### src/hdl/sha1_pkg.sv
// shared types, constants and round functions for the sha-1 hasher
`default_nettype none

package sha1_pkg;

  localparam int SHA1_QUEUE_DEPTH = 4;

  // item codes
  localparam logic ACT_ABSORB = 1'b0;
  localparam logic ACT_FINISH = 1'b1;

  localparam logic [7:0] PAD_BYTE = 8'h80;
  localparam logic [5:0] LEN_POS  = 6'd56;
  localparam logic [5:0] LAST_POS = 6'd63;
  localparam logic [6:0] LAST_ROUND = 7'd79;
  localparam logic [2:0] LAST_WORD_IDX = 3'd4;

  localparam logic [31:0] SHA1_IV [5] = '{
    32'h67452301, 32'hefcdab89, 32'h98badcfe, 32'h10325476, 32'hc3d2e1f0
  };

  typedef struct packed {
    logic       action;
    logic [7:0] data_byte;
  } sha1_item_t;

  typedef enum logic [2:0] {
    ST_FETCH,
    ST_PADZ,
    ST_LEN,
    ST_ROUND,
    ST_ADD,
    ST_EMIT
  } sha1_state_t;

  function automatic logic [1:0] sha1_phase(input logic [6:0] round);
    logic [1:0] ph;
    if (round < 7'd20) begin
      ph = 2'd0;
    end else if (round < 7'd40) begin
      ph = 2'd1;
    end else if (round < 7'd60) begin
      ph = 2'd2;
    end else begin
      ph = 2'd3;
    end
    return ph;
  endfunction

  function automatic logic [31:0] sha1_f(input logic [1:0] ph, input logic [31:0] b,
                                         input logic [31:0] c, input logic [31:0] d);
    logic [31:0] f;
    case (ph)
      2'd0: f = (b & c) | (~b & d);
      2'd2: f = (b & c) | (b & d) | (c & d);
      default: f = b ^ c ^ d;
    endcase
    return f;
  endfunction

  function automatic logic [31:0] sha1_k(input logic [1:0] ph);
    logic [31:0] k;
    case (ph)
      2'd0: k = 32'h5a827999;
      2'd1: k = 32'h6ed9eba1;
      2'd2: k = 32'h8f1bbcdc;
      default: k = 32'hca62c1d6;
    endcase
    return k;
  endfunction

endpackage

`default_nettype wire

### src/hdl/sha1_message_hasher.sv
// top level of the streaming sha-1 hasher: input queue plus hash engine
//
//  channel | direction | handshake            | payload
//  in_     | input     | in_valid / in_ready   | in_action, in_data_byte
//  out_    | output    | out_valid / out_ready | out_digest_word, out_word_index, out_last_word
//
// the engine takes one queued byte per cycle while fetching; a full 64-byte block then
// holds the queue for the single-round compression loop (80 rounds plus the final add).
// a finish item pads one byte per cycle, runs one or two compressions and
// then shows one digest word per cycle while out_ready stays high.
// synchronous active-low reset restores the initial hash value and empties the queue.
// the queue takes up to four items while the engine compresses or the output stalls.
`default_nettype none

module sha1_message_hasher #(
  parameter int QUEUE_DEPTH = sha1_pkg::SHA1_QUEUE_DEPTH
) (
  input  wire logic        clk,
  input  wire logic        rst_n,
  input  wire logic        in_valid,
  output logic             in_ready,
  input  wire logic        in_action,
  input  wire logic [7:0]  in_data_byte,
  output logic             out_valid,
  input  wire logic        out_ready,
  output logic [31:0]      out_digest_word,
  output logic [2:0]       out_word_index,
  output logic             out_last_word
);
  import sha1_pkg::*;

  logic       q_valid;
  sha1_item_t q_item;
  logic       q_pop;

  sha1_front #(
    .QUEUE_DEPTH(QUEUE_DEPTH)
  ) u_front (
    .clk          (clk),
    .rst_n        (rst_n),
    .in_valid     (in_valid),
    .in_ready     (in_ready),
    .in_action    (in_action),
    .in_data_byte (in_data_byte),
    .q_valid      (q_valid),
    .q_item       (q_item),
    .q_pop        (q_pop)
  );

  sha1_core u_core (
    .clk             (clk),
    .rst_n           (rst_n),
    .q_valid         (q_valid),
    .q_item          (q_item),
    .q_pop           (q_pop),
    .out_valid       (out_valid),
    .out_ready       (out_ready),
    .out_digest_word (out_digest_word),
    .out_word_index  (out_word_index),
    .out_last_word   (out_last_word)
  );

endmodule

`default_nettype wire

### src/hdl/sha1_front.sv
// input side: accepts items into a short queue ahead of the hash engine
`default_nettype none

module sha1_front #(
  parameter int QUEUE_DEPTH = sha1_pkg::SHA1_QUEUE_DEPTH
) (
  input  wire logic                 clk,
  input  wire logic                 rst_n,
  input  wire logic                 in_valid,
  output logic                      in_ready,
  input  wire logic                 in_action,
  input  wire logic [7:0]           in_data_byte,
  output logic                      q_valid,
  output sha1_pkg::sha1_item_t      q_item,
  input  wire logic                 q_pop
);
  import sha1_pkg::*;

  localparam int PTR_W = (QUEUE_DEPTH > 1) ? $clog2(QUEUE_DEPTH) : 1;
  localparam int CNT_W = $clog2(QUEUE_DEPTH + 1);

  sha1_item_t       mem_r [QUEUE_DEPTH];
  logic [PTR_W-1:0] wr_ptr_r, wr_ptr_nxt;
  logic [PTR_W-1:0] rd_ptr_r, rd_ptr_nxt;
  logic [CNT_W-1:0] count_r, count_nxt;
  logic             push;
  logic             pop;

  assign in_ready = (count_r != CNT_W'(QUEUE_DEPTH));
  assign q_valid  = (count_r != '0);
  assign q_item   = mem_r[rd_ptr_r];
  assign push     = in_valid && in_ready;
  assign pop      = q_pop && q_valid;

  always_comb begin
    wr_ptr_nxt = wr_ptr_r;
    rd_ptr_nxt = rd_ptr_r;
    count_nxt  = count_r;
    if (push) begin
      wr_ptr_nxt = (wr_ptr_r == PTR_W'(QUEUE_DEPTH - 1)) ? '0 : wr_ptr_r + PTR_W'(1);
    end
    if (pop) begin
      rd_ptr_nxt = (rd_ptr_r == PTR_W'(QUEUE_DEPTH - 1)) ? '0 : rd_ptr_r + PTR_W'(1);
    end
    if (push && !pop) begin
      count_nxt = count_r + CNT_W'(1);
    end else if (pop && !push) begin
      count_nxt = count_r - CNT_W'(1);
    end
  end

  always_ff @(posedge clk) begin
    if (!rst_n) begin
      wr_ptr_r <= '0;
      rd_ptr_r <= '0;
      count_r  <= '0;
    end else begin
      wr_ptr_r <= wr_ptr_nxt;
      rd_ptr_r <= rd_ptr_nxt;
      count_r  <= count_nxt;
    end
  end

  always_ff @(posedge clk) begin
    if (push) begin
      mem_r[wr_ptr_r] <= '{action: in_action, data_byte: in_data_byte};
    end
  end

endmodule

`default_nettype wire

### src/hdl/sha1_core.sv
// hash engine: block buffer, padding sequencer, 80-round compression, digest output
`default_nettype none

module sha1_core (
  input  wire logic                 clk,
  input  wire logic                 rst_n,
  input  wire logic                 q_valid,
  input  wire sha1_pkg::sha1_item_t q_item,
  output logic                      q_pop,
  output logic                      out_valid,
  input  wire logic                 out_ready,
  output logic [31:0]               out_digest_word,
  output logic [2:0]                out_word_index,
  output logic                      out_last_word
);
  import sha1_pkg::*;

  sha1_state_t state_r, state_nxt;
  logic [60:0] cnt_r, cnt_nxt;          // message length in bytes
  logic [5:0]  pos_r, pos_nxt;
  logic        pad_r, pad_nxt;
  logic        extra_r, extra_nxt;      // padding spills into a second block
  logic        lendone_r, lendone_nxt;
  logic [6:0]  round_r, round_nxt;
  logic [2:0]  idx_r, idx_nxt;
  logic [31:0] h_r [5];
  logic [31:0] h_nxt [5];
  logic [31:0] a_r, b_r, c_r, d_r, e_r;
  logic [31:0] a_nxt, b_nxt, c_nxt, d_nxt, e_nxt;
  logic [31:0] w_r [16];
  logic [31:0] w_nxt [16];
  logic        out_valid_r, out_valid_nxt;
  logic [31:0] out_word_r, out_word_nxt;
  logic [2:0]  out_idx_r, out_idx_nxt;
  logic        out_last_r, out_last_nxt;

  logic        wr_en;
  logic [7:0]  wr_byte;
  logic        start;
  logic [63:0] len_bits;
  logic [63:0] len_shift;
  logic [1:0]  phase;
  logic [31:0] t_sum;

  assign out_valid       = out_valid_r;
  assign out_digest_word = out_word_r;
  assign out_word_index  = out_idx_r;
  assign out_last_word   = out_last_r;

  assign len_bits  = {cnt_r, 3'b000};
  // byte 56 carries the most significant length byte
  assign len_shift = len_bits >> {~pos_r[2:0], 3'b000};
  assign phase     = sha1_phase(round_r);
  assign t_sum     = {a_r[26:0], a_r[31:27]} + sha1_f(phase, b_r, c_r, d_r) + e_r
                     + sha1_k(phase) + w_r[0];

  always_comb begin
    state_nxt     = state_r;
    cnt_nxt       = cnt_r;
    pos_nxt       = pos_r;
    pad_nxt       = pad_r;
    extra_nxt     = extra_r;
    lendone_nxt   = lendone_r;
    round_nxt     = round_r;
    idx_nxt       = idx_r;
    h_nxt         = h_r;
    a_nxt         = a_r;
    b_nxt         = b_r;
    c_nxt         = c_r;
    d_nxt         = d_r;
    e_nxt         = e_r;
    w_nxt         = w_r;
    out_valid_nxt = out_valid_r && !out_ready;
    out_word_nxt  = out_word_r;
    out_idx_nxt   = out_idx_r;
    out_last_nxt  = out_last_r;
    q_pop         = 1'b0;
    wr_en         = 1'b0;
    wr_byte       = '0;
    start         = 1'b0;

    case (state_r)
      ST_FETCH: begin
        if (q_valid) begin
          q_pop   = 1'b1;
          wr_en   = 1'b1;
          pos_nxt = pos_r + 6'd1;
          if (q_item.action == ACT_ABSORB) begin
            wr_byte = q_item.data_byte;
            cnt_nxt = cnt_r + 61'd1;
          end else begin
            wr_byte   = PAD_BYTE;
            pad_nxt   = 1'b1;
            extra_nxt = (pos_r >= LEN_POS) && (pos_r != LAST_POS);
          end
          if (pos_r == LAST_POS) begin
            start = 1'b1;
          end else if (q_item.action == ACT_FINISH) begin
            state_nxt = ST_PADZ;
          end
        end
      end
      ST_PADZ: begin
        if (pos_r == LEN_POS && !extra_r) begin
          state_nxt = ST_LEN;
        end else begin
          wr_en   = 1'b1;
          wr_byte = '0;
          pos_nxt = pos_r + 6'd1;
          if (pos_r == LAST_POS) begin
            extra_nxt = 1'b0;
            start     = 1'b1;
          end
        end
      end
      ST_LEN: begin
        wr_en   = 1'b1;
        wr_byte = len_shift[7:0];
        pos_nxt = pos_r + 6'd1;
        if (pos_r == LAST_POS) begin
          lendone_nxt = 1'b1;
          start       = 1'b1;
        end
      end
      ST_ROUND: begin
        e_nxt = d_r;
        d_nxt = c_r;
        c_nxt = {b_r[1:0], b_r[31:2]};
        b_nxt = a_r;
        a_nxt = t_sum;
        // message schedule slides one word per round
        for (int i = 0; i < 15; i++) begin
          w_nxt[i] = w_r[i+1];
        end
        w_nxt[15] = w_r[13] ^ w_r[8] ^ w_r[2] ^ w_r[0];
        w_nxt[15] = {w_nxt[15][30:0], w_nxt[15][31]};
        round_nxt = round_r + 7'd1;
        if (round_r == LAST_ROUND) begin
          state_nxt = ST_ADD;
        end
      end
      ST_ADD: begin
        h_nxt[0] = h_r[0] + a_r;
        h_nxt[1] = h_r[1] + b_r;
        h_nxt[2] = h_r[2] + c_r;
        h_nxt[3] = h_r[3] + d_r;
        h_nxt[4] = h_r[4] + e_r;
        if (lendone_r) begin
          idx_nxt   = '0;
          state_nxt = ST_EMIT;
        end else if (pad_r) begin
          state_nxt = ST_PADZ;
        end else begin
          state_nxt = ST_FETCH;
        end
      end
      ST_EMIT: begin
        if (!out_valid_r || out_ready) begin
          out_valid_nxt = 1'b1;
          out_word_nxt  = h_r[idx_r];
          out_idx_nxt   = idx_r;
          out_last_nxt  = (idx_r == LAST_WORD_IDX);
          idx_nxt       = idx_r + 3'd1;
          if (idx_r == LAST_WORD_IDX) begin
            // back to the initial value for the next message
            h_nxt       = SHA1_IV;
            cnt_nxt     = '0;
            pos_nxt     = '0;
            pad_nxt     = 1'b0;
            extra_nxt   = 1'b0;
            lendone_nxt = 1'b0;
            state_nxt   = ST_FETCH;
          end
        end
      end
      default: begin
        state_nxt = ST_FETCH;
      end
    endcase

    if (wr_en) begin
      case (pos_r[1:0])
        2'd0: w_nxt[pos_r[5:2]][31:24] = wr_byte;
        2'd1: w_nxt[pos_r[5:2]][23:16] = wr_byte;
        2'd2: w_nxt[pos_r[5:2]][15:8]  = wr_byte;
        default: w_nxt[pos_r[5:2]][7:0] = wr_byte;
      endcase
    end

    if (start) begin
      a_nxt     = h_r[0];
      b_nxt     = h_r[1];
      c_nxt     = h_r[2];
      d_nxt     = h_r[3];
      e_nxt     = h_r[4];
      round_nxt = '0;
      state_nxt = ST_ROUND;
    end
  end

  always_ff @(posedge clk) begin
    if (!rst_n) begin
      state_r     <= ST_FETCH;
      cnt_r       <= '0;
      pos_r       <= '0;
      pad_r       <= 1'b0;
      extra_r     <= 1'b0;
      lendone_r   <= 1'b0;
      round_r     <= '0;
      idx_r       <= '0;
      h_r         <= SHA1_IV;
      out_valid_r <= 1'b0;
    end else begin
      state_r     <= state_nxt;
      cnt_r       <= cnt_nxt;
      pos_r       <= pos_nxt;
      pad_r       <= pad_nxt;
      extra_r     <= extra_nxt;
      lendone_r   <= lendone_nxt;
      round_r     <= round_nxt;
      idx_r       <= idx_nxt;
      h_r         <= h_nxt;
      out_valid_r <= out_valid_nxt;
    end
  end

  always_ff @(posedge clk) begin
    a_r        <= a_nxt;
    b_r        <= b_nxt;
    c_r        <= c_nxt;
    d_r        <= d_nxt;
    e_r        <= e_nxt;
    w_r        <= w_nxt;
    out_word_r <= out_word_nxt;
    out_idx_r  <= out_idx_nxt;
    out_last_r <= out_last_nxt;
  end

endmodule

`default_nettype wire

### config.mk
export PLATFORM = sky130hd
export DESIGN_NAME = sha1_message_hasher
export DESIGN_NICKNAME = d
export VERILOG_FILES = /design/src/hdl/sha1_pkg.sv /design/src/hdl/sha1_message_hasher.sv /design/src/hdl/sha1_front.sv /design/src/hdl/sha1_core.sv
export SDC_FILE = /design/constraint.sdc
export NUM_CORES = 2
export LEC_CHECK = 0
export ABC_AREA = 1
export BUFFER_PORTS_ARGS = -buffer_cell sky130_fd_sc_hd__buf_2
export CAP_MARGIN = 0
export CELL_PAD_IN_SITES_DETAIL_PLACEMENT = 1
export CELL_PAD_IN_SITES_GLOBAL_PLACEMENT = 1
export CORE_MARGIN = 2
export CORE_UTILIZATION = 33
export DETAILED_ROUTE_END_ITERATION = 10
export GPL_ROUTABILITY_DRIVEN = 0
export PLACE_DENSITY = 0.61
export SLEW_MARGIN = 20
export SYNTH_ARGS = -nofsm -noshare
export SYNTH_HDL_FRONTEND = slang
export SYNTH_SLANG_ARGS = --single-unit
### constraint.sdc
create_clock -name clk -period 5.5 [get_ports clk]
set_input_delay 0.275 -clock clk [delete_from_list [all_inputs] [get_ports clk]]
set_output_delay 0.275 -clock clk [all_outputs]
set_load 0.02 [all_outputs]
Yosys cells after proc, flatten, opt, wreduce, memory -nomap -nowiden

Memory sizes are Yosys's and may differ from the RTL's. A register that Yosys moved wholly into a read port is not among the register bits.
Index checks and enable logic that the tools add are counted.

Bits in registers: 959
RAM bits: 36
Output and inout port bits: 38
Memories: 1

Memories:

| memory        | words | bits a word | read ports | clocked after Yosys merged registers in | write ports | line             | source |
|---|---|---|---|---|---|---|---|
| u_front.mem_r | 4     | 9           | 1          | 1                                       | 1           | sha1_front.sv:22 | `sha1_item_t mem_r [QUEUE_DEPTH];` |

Add/subtract/negate cells: 17
$lt $le $gt $ge: 7
Equal/unequal tests: 37
Shift-type cells: 1
Mux-type cells: 93
Bitwise logic cells: 18
Reduce and logical (&&, ||, !) cells: 36

Operators by type and width:

| kind                                                             | number |
|---|---|
| 512-bit bitwise mux                                              | 4 |
| 512-bit one-hot mux with 3 select lines                          | 1 |
| 512-bit 2-to-1 mux                                               | 2 |
| 32-bit demux with 4-bit select                                   | 4 |
| 32-bit 2-to-1 mux                                                | 13 |
| 160-bit 2-to-1 mux                                               | 2 |
| 160-bit one-hot mux with 2 select lines                          | 1 |
| 32-bit adder                                                     | 9 |
| 61-bit 2-to-1 mux                                                | 4 |
| 32-bit bitwise XOR                                               | 5 |
| 32-bit AND                                                       | 4 |
| 61-bit one-hot mux with 2 select lines                           | 1 |
| 32-bit binary-select mux with 3-bit select                       | 1 |
| 32-bit OR                                                        | 3 |
| 32-bit one-hot mux with 3 select lines                           | 1 |
| 32-bit one-hot mux with 2 select lines                           | 1 |
| 64-bit by 6-bit >> shifter with 8-bit output                     | 1 |
| 61-bit by 1-bit adder with 61-bit output (second input constant) | 1 |
| 3-bit 2-to-1 mux                                                 | 12 |
| 32-bit inverter                                                  | 1 |
| 24-bit 2-to-1 mux                                                | 1 |
| 6-bit 2-to-1 mux                                                 | 4 |
| 8-bit 2-to-1 mux                                                 | 3 |
| 6-bit one-hot mux with 4 select lines                            | 1 |
| other kinds (51)                                                 | 129 |

Longest topological paths before layout

Depth in word-level cells: 12
Mapped depth: 29
Depth with buffers taken out: 28

Modules after synthesis

A second synthesis with hierarchy kept.

Cells, all modules: 10367
Area, all modules: 66222.3 um^2

By module, submodules not included:

| module     | instances | cells each | area an instance (um^2) |
|---|---|---|---|
| sha1_core  | 1         | 10211      | 64361.7 |
| sha1_front | 1         | 156        | 1860.5 |

Worst setup path before layout

No wires, ideal clock.

Path type: reg-to-reg
Start point: register u_core.pos_r[1]
End point: register u_core.a_r[0], enable pin
Setup time: 0.526 ns
Arrival time: 5.333 ns
Required time: 4.974 ns
Slack: -0.360 ns
Cell stages (with the launch flop): 12
Cell sequence: dfxtp_1 -> buf_2 -> clkinv_1 -> ha_1 -> nand3_1 -> nand2_2 -> nand2_4 -> nand3_2 -> buf_4 -> buf_6 -> buf_4 -> nand2_1

Word-level cells in the longest chain between the ends: 5
Elaborated cells between the ends (all ways): 8
Those cells by class: eq/ne: 2; mux: 4; reduce/logical: 2

Ends and longest elaborated chain:

| element                                                      | line                              | source |
|---|---|---|
| from (decl)                                                  | sha1_core.sv:20                   | `logic [5:0] pos_r, pos_nxt;` |
| from (signal assigned)                                       | sha1_core.sv:216                  | `pos_r <= pos_nxt;` |
| 6-bit equality test (on tied branches)                       | n/a                               |  |
| 1-bit 2-to-1 mux / 1-bit logical AND (equally long branches) | n/a                               |  |
| 1-bit 2-to-1 mux (on tied branches)                          | sha1_core.sv:104, sha1_core.sv:84 |  |
| 1-bit one-hot mux with 3 select lines (*)                    | sha1_core.sv:82                   | `case (state_r)` |
| 2-bit nonzero test (no line) (*)                             | n/a                               |  |
| to (signal assigned)                                         | sha1_core.sv:228                  | `a_r <= a_nxt;` |
| to (decl)                                                    | sha1_core.sv:28                   | `logic [31:0] a_r, b_r, c_r, d_r, e_r;` |

Every way passes the cells marked *; elsewhere a longest branch is shown, timed or not.
A chain may end at the register's enable or synchronous reset.

Worst setup path after layout

Start point: register u_core.round_r[3]
End point: register u_core.a_r[19] (data pin)

Word-level cells in the longest chain between the ends: 12
Elaborated cells between the ends (all ways): 17
Those cells by class: add/sub: 4; order compare: 3; eq/ne: 2; mux: 7; reduce/logical: 1

Ends and longest elaborated chain:

| element                                                       | line                           | source |
|---|---|---|
| from (decl)                                                   | sha1_core.sv:24                | `logic [6:0] round_r, round_nxt;` |
| from (signal assigned)                                        | sha1_core.sv:220               | `round_r <= round_nxt;` |
| 7-bit by 6-bit less-than comparator with 1-bit output         | sha1_pkg.sv:42                 | `end else if (round < 7'd60) begin` |
| 1-bit 2-to-1 mux                                              | sha1_pkg.sv:42                 |  |
| 2-bit 2-to-1 mux                                              | sha1_pkg.sv:40                 | `end else if (round < 7'd40) begin` |
| 2-bit 2-to-1 mux (*)                                          | sha1_pkg.sv:38                 | `if (round < 7'd20) begin` |
| 2-bit equality test / 2-bit zero test (equally long branches) | sha1_pkg.sv:53, sha1_pkg.sv:63 |  |
| 32-bit one-hot mux with 2 select lines                        | sha1_pkg.sv:53                 | `case (ph)` |
| 32-bit adder (2 in a row)                                     | sha1_core.sv:54                | `assign t_sum = {a_r[26:0], a_r[31:27]} + sha1_f(phase, b_r, c_r, d_r) + e_r` |
| 32-bit adder (*) (2 in a row)                                 | sha1_core.sv:55                | `+ sha1_k(phase) + w_r[0];` |
| 32-bit 2-to-1 mux (*)                                         | sha1_core.sv:82                |  |
| 32-bit 2-to-1 mux (*)                                         | sha1_core.sv:190               | `if (start) begin` |
| named net u_core.a_nxt[19]                                    | sha1_core.sv:29                | `logic [31:0] a_nxt, b_nxt, c_nxt, d_nxt, e_nxt;` |

Mark *: on every way through the listed nets, which the timed path passes. The rest lies on a longest branch. The select of a mux whose other input is x is not followed.

==> run metrics <==
status=finished, final reports clean; CTS H-tree depth=4; Non-Filler Instances=13.0k; Total Wirelength=314000 microns; Fin Hold WS=0.0692 ns; Root Driver=clkbuf_16; Seq/Total Area, Yosys=between 30% and 40%; Post-synth EDFFs=between 200 and 250; Netlist cell types=55; die width=451 microns; DR iter-0 viols=5630; area share of the largest cell type after synthesis=26.0%; mapped cell area=approximately 66000 sq um; DRT antenna net count=0; final instance area=73700 sq um; Psw=between 10 and 15 mW; met2 GRT Util=49.2%; Post-route DRC=0; drt wl/cell=24.2 microns; CP top delay family=adder cells; min setup slack post-route=0.242 ns; CP Max Fanout=16; endpoints failing hold=0; initial antenna violation count=15; Worst R2R Path Depth=26; syn_nets=10.6k; Clock Sinks=roughly 1000; Clock Pin Slew Worst Setup and Hold Paths=0.06 ns; unrepaired setup endpoints after global routing=false; combinational power share=39.7%; clock period minus worst slack=5.26 ns; largest cells by area after synthesis=nand2_1 (26%), dfxtp_1 (23%), edfxtp_1 (11%); vias in the first global route=70.1k; Vias=between 60k and 70k; GR Util All Layers=30.1%; FP Rows=between 150 and 200; largest net degree at the start of global routing=175; met3 Usage GRT=4.13%; Final TNS setup=0 ns; global-route wire length before repair=roughly 460000 microns; total die area=203000 sq um; Crit path largest cell delay=0.52 ns; power density cells=417 nW/um^2; Yosys Warn Count=0; CP max stage cell=fa_1; CTS Buf Count=132; cells after synthesis=10.3k; Worst Tran Pin Value=1.13 ns; critical path startpoint category=register; WHS Path Cells=3; # setup viols final=0; count leader, synth=nand2_1; area grow syn2layout=11.8%; area of the core=199000 sq um; P_int=17.3 mW; post-detail-place hpwl=around 240000 microns; total power=30.7 mW; DP Area=69000 sq um; relative slew slack=24.8%; WP depth=26; worst skew pair latency=roughly 0.83 ns; initial core utilization=33.1%; Crit path top cell by count=nand2_1; vias per cell=around 5.4; IO buf count=50; Setup WS pre-CTS=around 0.11 ns; CTS tree=yes; asr flop ratio synth=0%; WP buf/inv=6; drt first pass iters=5; Setup CP Type=reg2reg; Ports=51; reg-to-reg slack, setup=between 0.2 and 0.25 ns; remaining global-route overflow=0; GR Util met1=39.6%; max_cap viols=0; Inst Count DP=~13k; GRT busiest layer=met2; max frequency=0.190 GHz; register bit total from synthesis=between 900 and 1k; Reg power frac=between 30% and 40%; CP endpoint kind=register; clock share of power=30.0%; cell taking the most area after synthesis=nand2_1; Sw Share=roughly 44%; NumNets Final=10.5k; most used flip-flop cell after synthesis=dfxtp_1; Peak supply drop=0.000357 V; die height=451 microns; Layout Utilization=37.0%; Hold Crit Class=in2reg; Tcrit/Tclk final=95.6%; leakage=35.0 nW; Clock Path Buffers=3; required time worst endpoint=6.04 ns; Final Max Slew Viols=0; skew final=0.0552 ns; synth cell count leaders=nand2_1 (4561), inv_1 (1095), dfxtp_1 (765); Worst EP arrival=5.80 ns; average cell area after synthesis=6.41 sq um; layout cells sized above 1=5.07%
-- sequential cells by signal, indices dropped and copies added (netlist names), 36 cells and up, named ones only --
signal	flops
u_core.h_r	160
u_core.cnt_r	61
u_core.w_r	512
u_front.mem_r	36
-- worst register-to-register path, delay by kind of cell, from the launching register on --
family                     cells  cell delay [ns]
AOI/OAI and AO/OA              4             0.59
adders and majority gates      6             2.38
buffers and inverters          6             0.57
DFF                            1             0.35
and+or+nand+nor               10             1.08
-- area by class of cell --
cell class              instances  area, sq um
clock buffers                 186         3870
diodes                          6         15.0
fillers                     25800       125000
inverters                    1129         4260
flip-flops and latches        997        22300
repair buffers                190         1530
multi-input cells            7747        37800
clock inverters                45          611
well taps                    2656         3320
-- cells in the final DEF, fill, tap and decap left out, drive strengths merged, types with 65 or more instances in the layout --
master,instances
nand2,4572
xnor2,67
nor3,65
a21oi,496
xor2,65
inv,1125
ha,211
nand3,478
edfxtp,232
nor2,484
o21ai,701
dfxtp,765
nand4,119
buf,179
clkbuf,186
o22ai,147
fa,126
-- timing repair --
item,in CTS,in global routing
hold endpoints to repair,39,0
hold buffers,11,0
setup buffers,0,1
setup endpoints to repair,0,19
resized for setup,0,25
-- cells by family (layout without fill, tap and decap cells) --
family | after synthesis | count (layout) | synth area share, %
AO/OA/AOI/OAI | 1486 | 1486 | 12.4
XOR/XNOR | 132 | 132 | 1.75
adder cells (fa/ha/maj) | 337 | 337 | 7.83
buffers and inverters | 1529 | 1550 | 9.13
flip-flops | 997 | 997 | 33.8
multiplexers | 6 | 6 | 0.0912
other | 0 | 6 | 0
AND/OR/NAND/NOR | 5786 | 5786 | 34.9
-- per-layer routing --
metal  wire length [microns]  share of wire (%)
met1                  137000                 44
met2                  144000                 46
met3                   17500                5.6
met4                   15200                4.8
met5                      61              0.019
-- worst paths after layout --
| path | startpoint | endpoint |
|---|---|---|
| setup / recovery | u_core.round_r[3] | u_core.a_r[19] |
| hold / removal | rst_n | u_core.h_r[128] |
| hold reg to reg | u_core.pad_r | u_core.pad_r |
| setup reg to reg | u_core.round_r[3] | u_core.a_r[19] |
-- power groups by stage --
| stage | clock network, mW | logic, mW | registers (mW) |
|---|---|---|---|
| finish | 9.22 | 12.2 | 9.30 |
| global route | 9.63 | 13.2 | 9.35 |
| CTS | 9.36 | 12.0 | 9.28 |
| detailed placement | 0 | 11.9 | 9.43 |
| global placement | 0 | 11.7 | 9.41 |
| floorplan | 0 | 7.60 | 8.95 |
(Power assumes the default switching activity.)
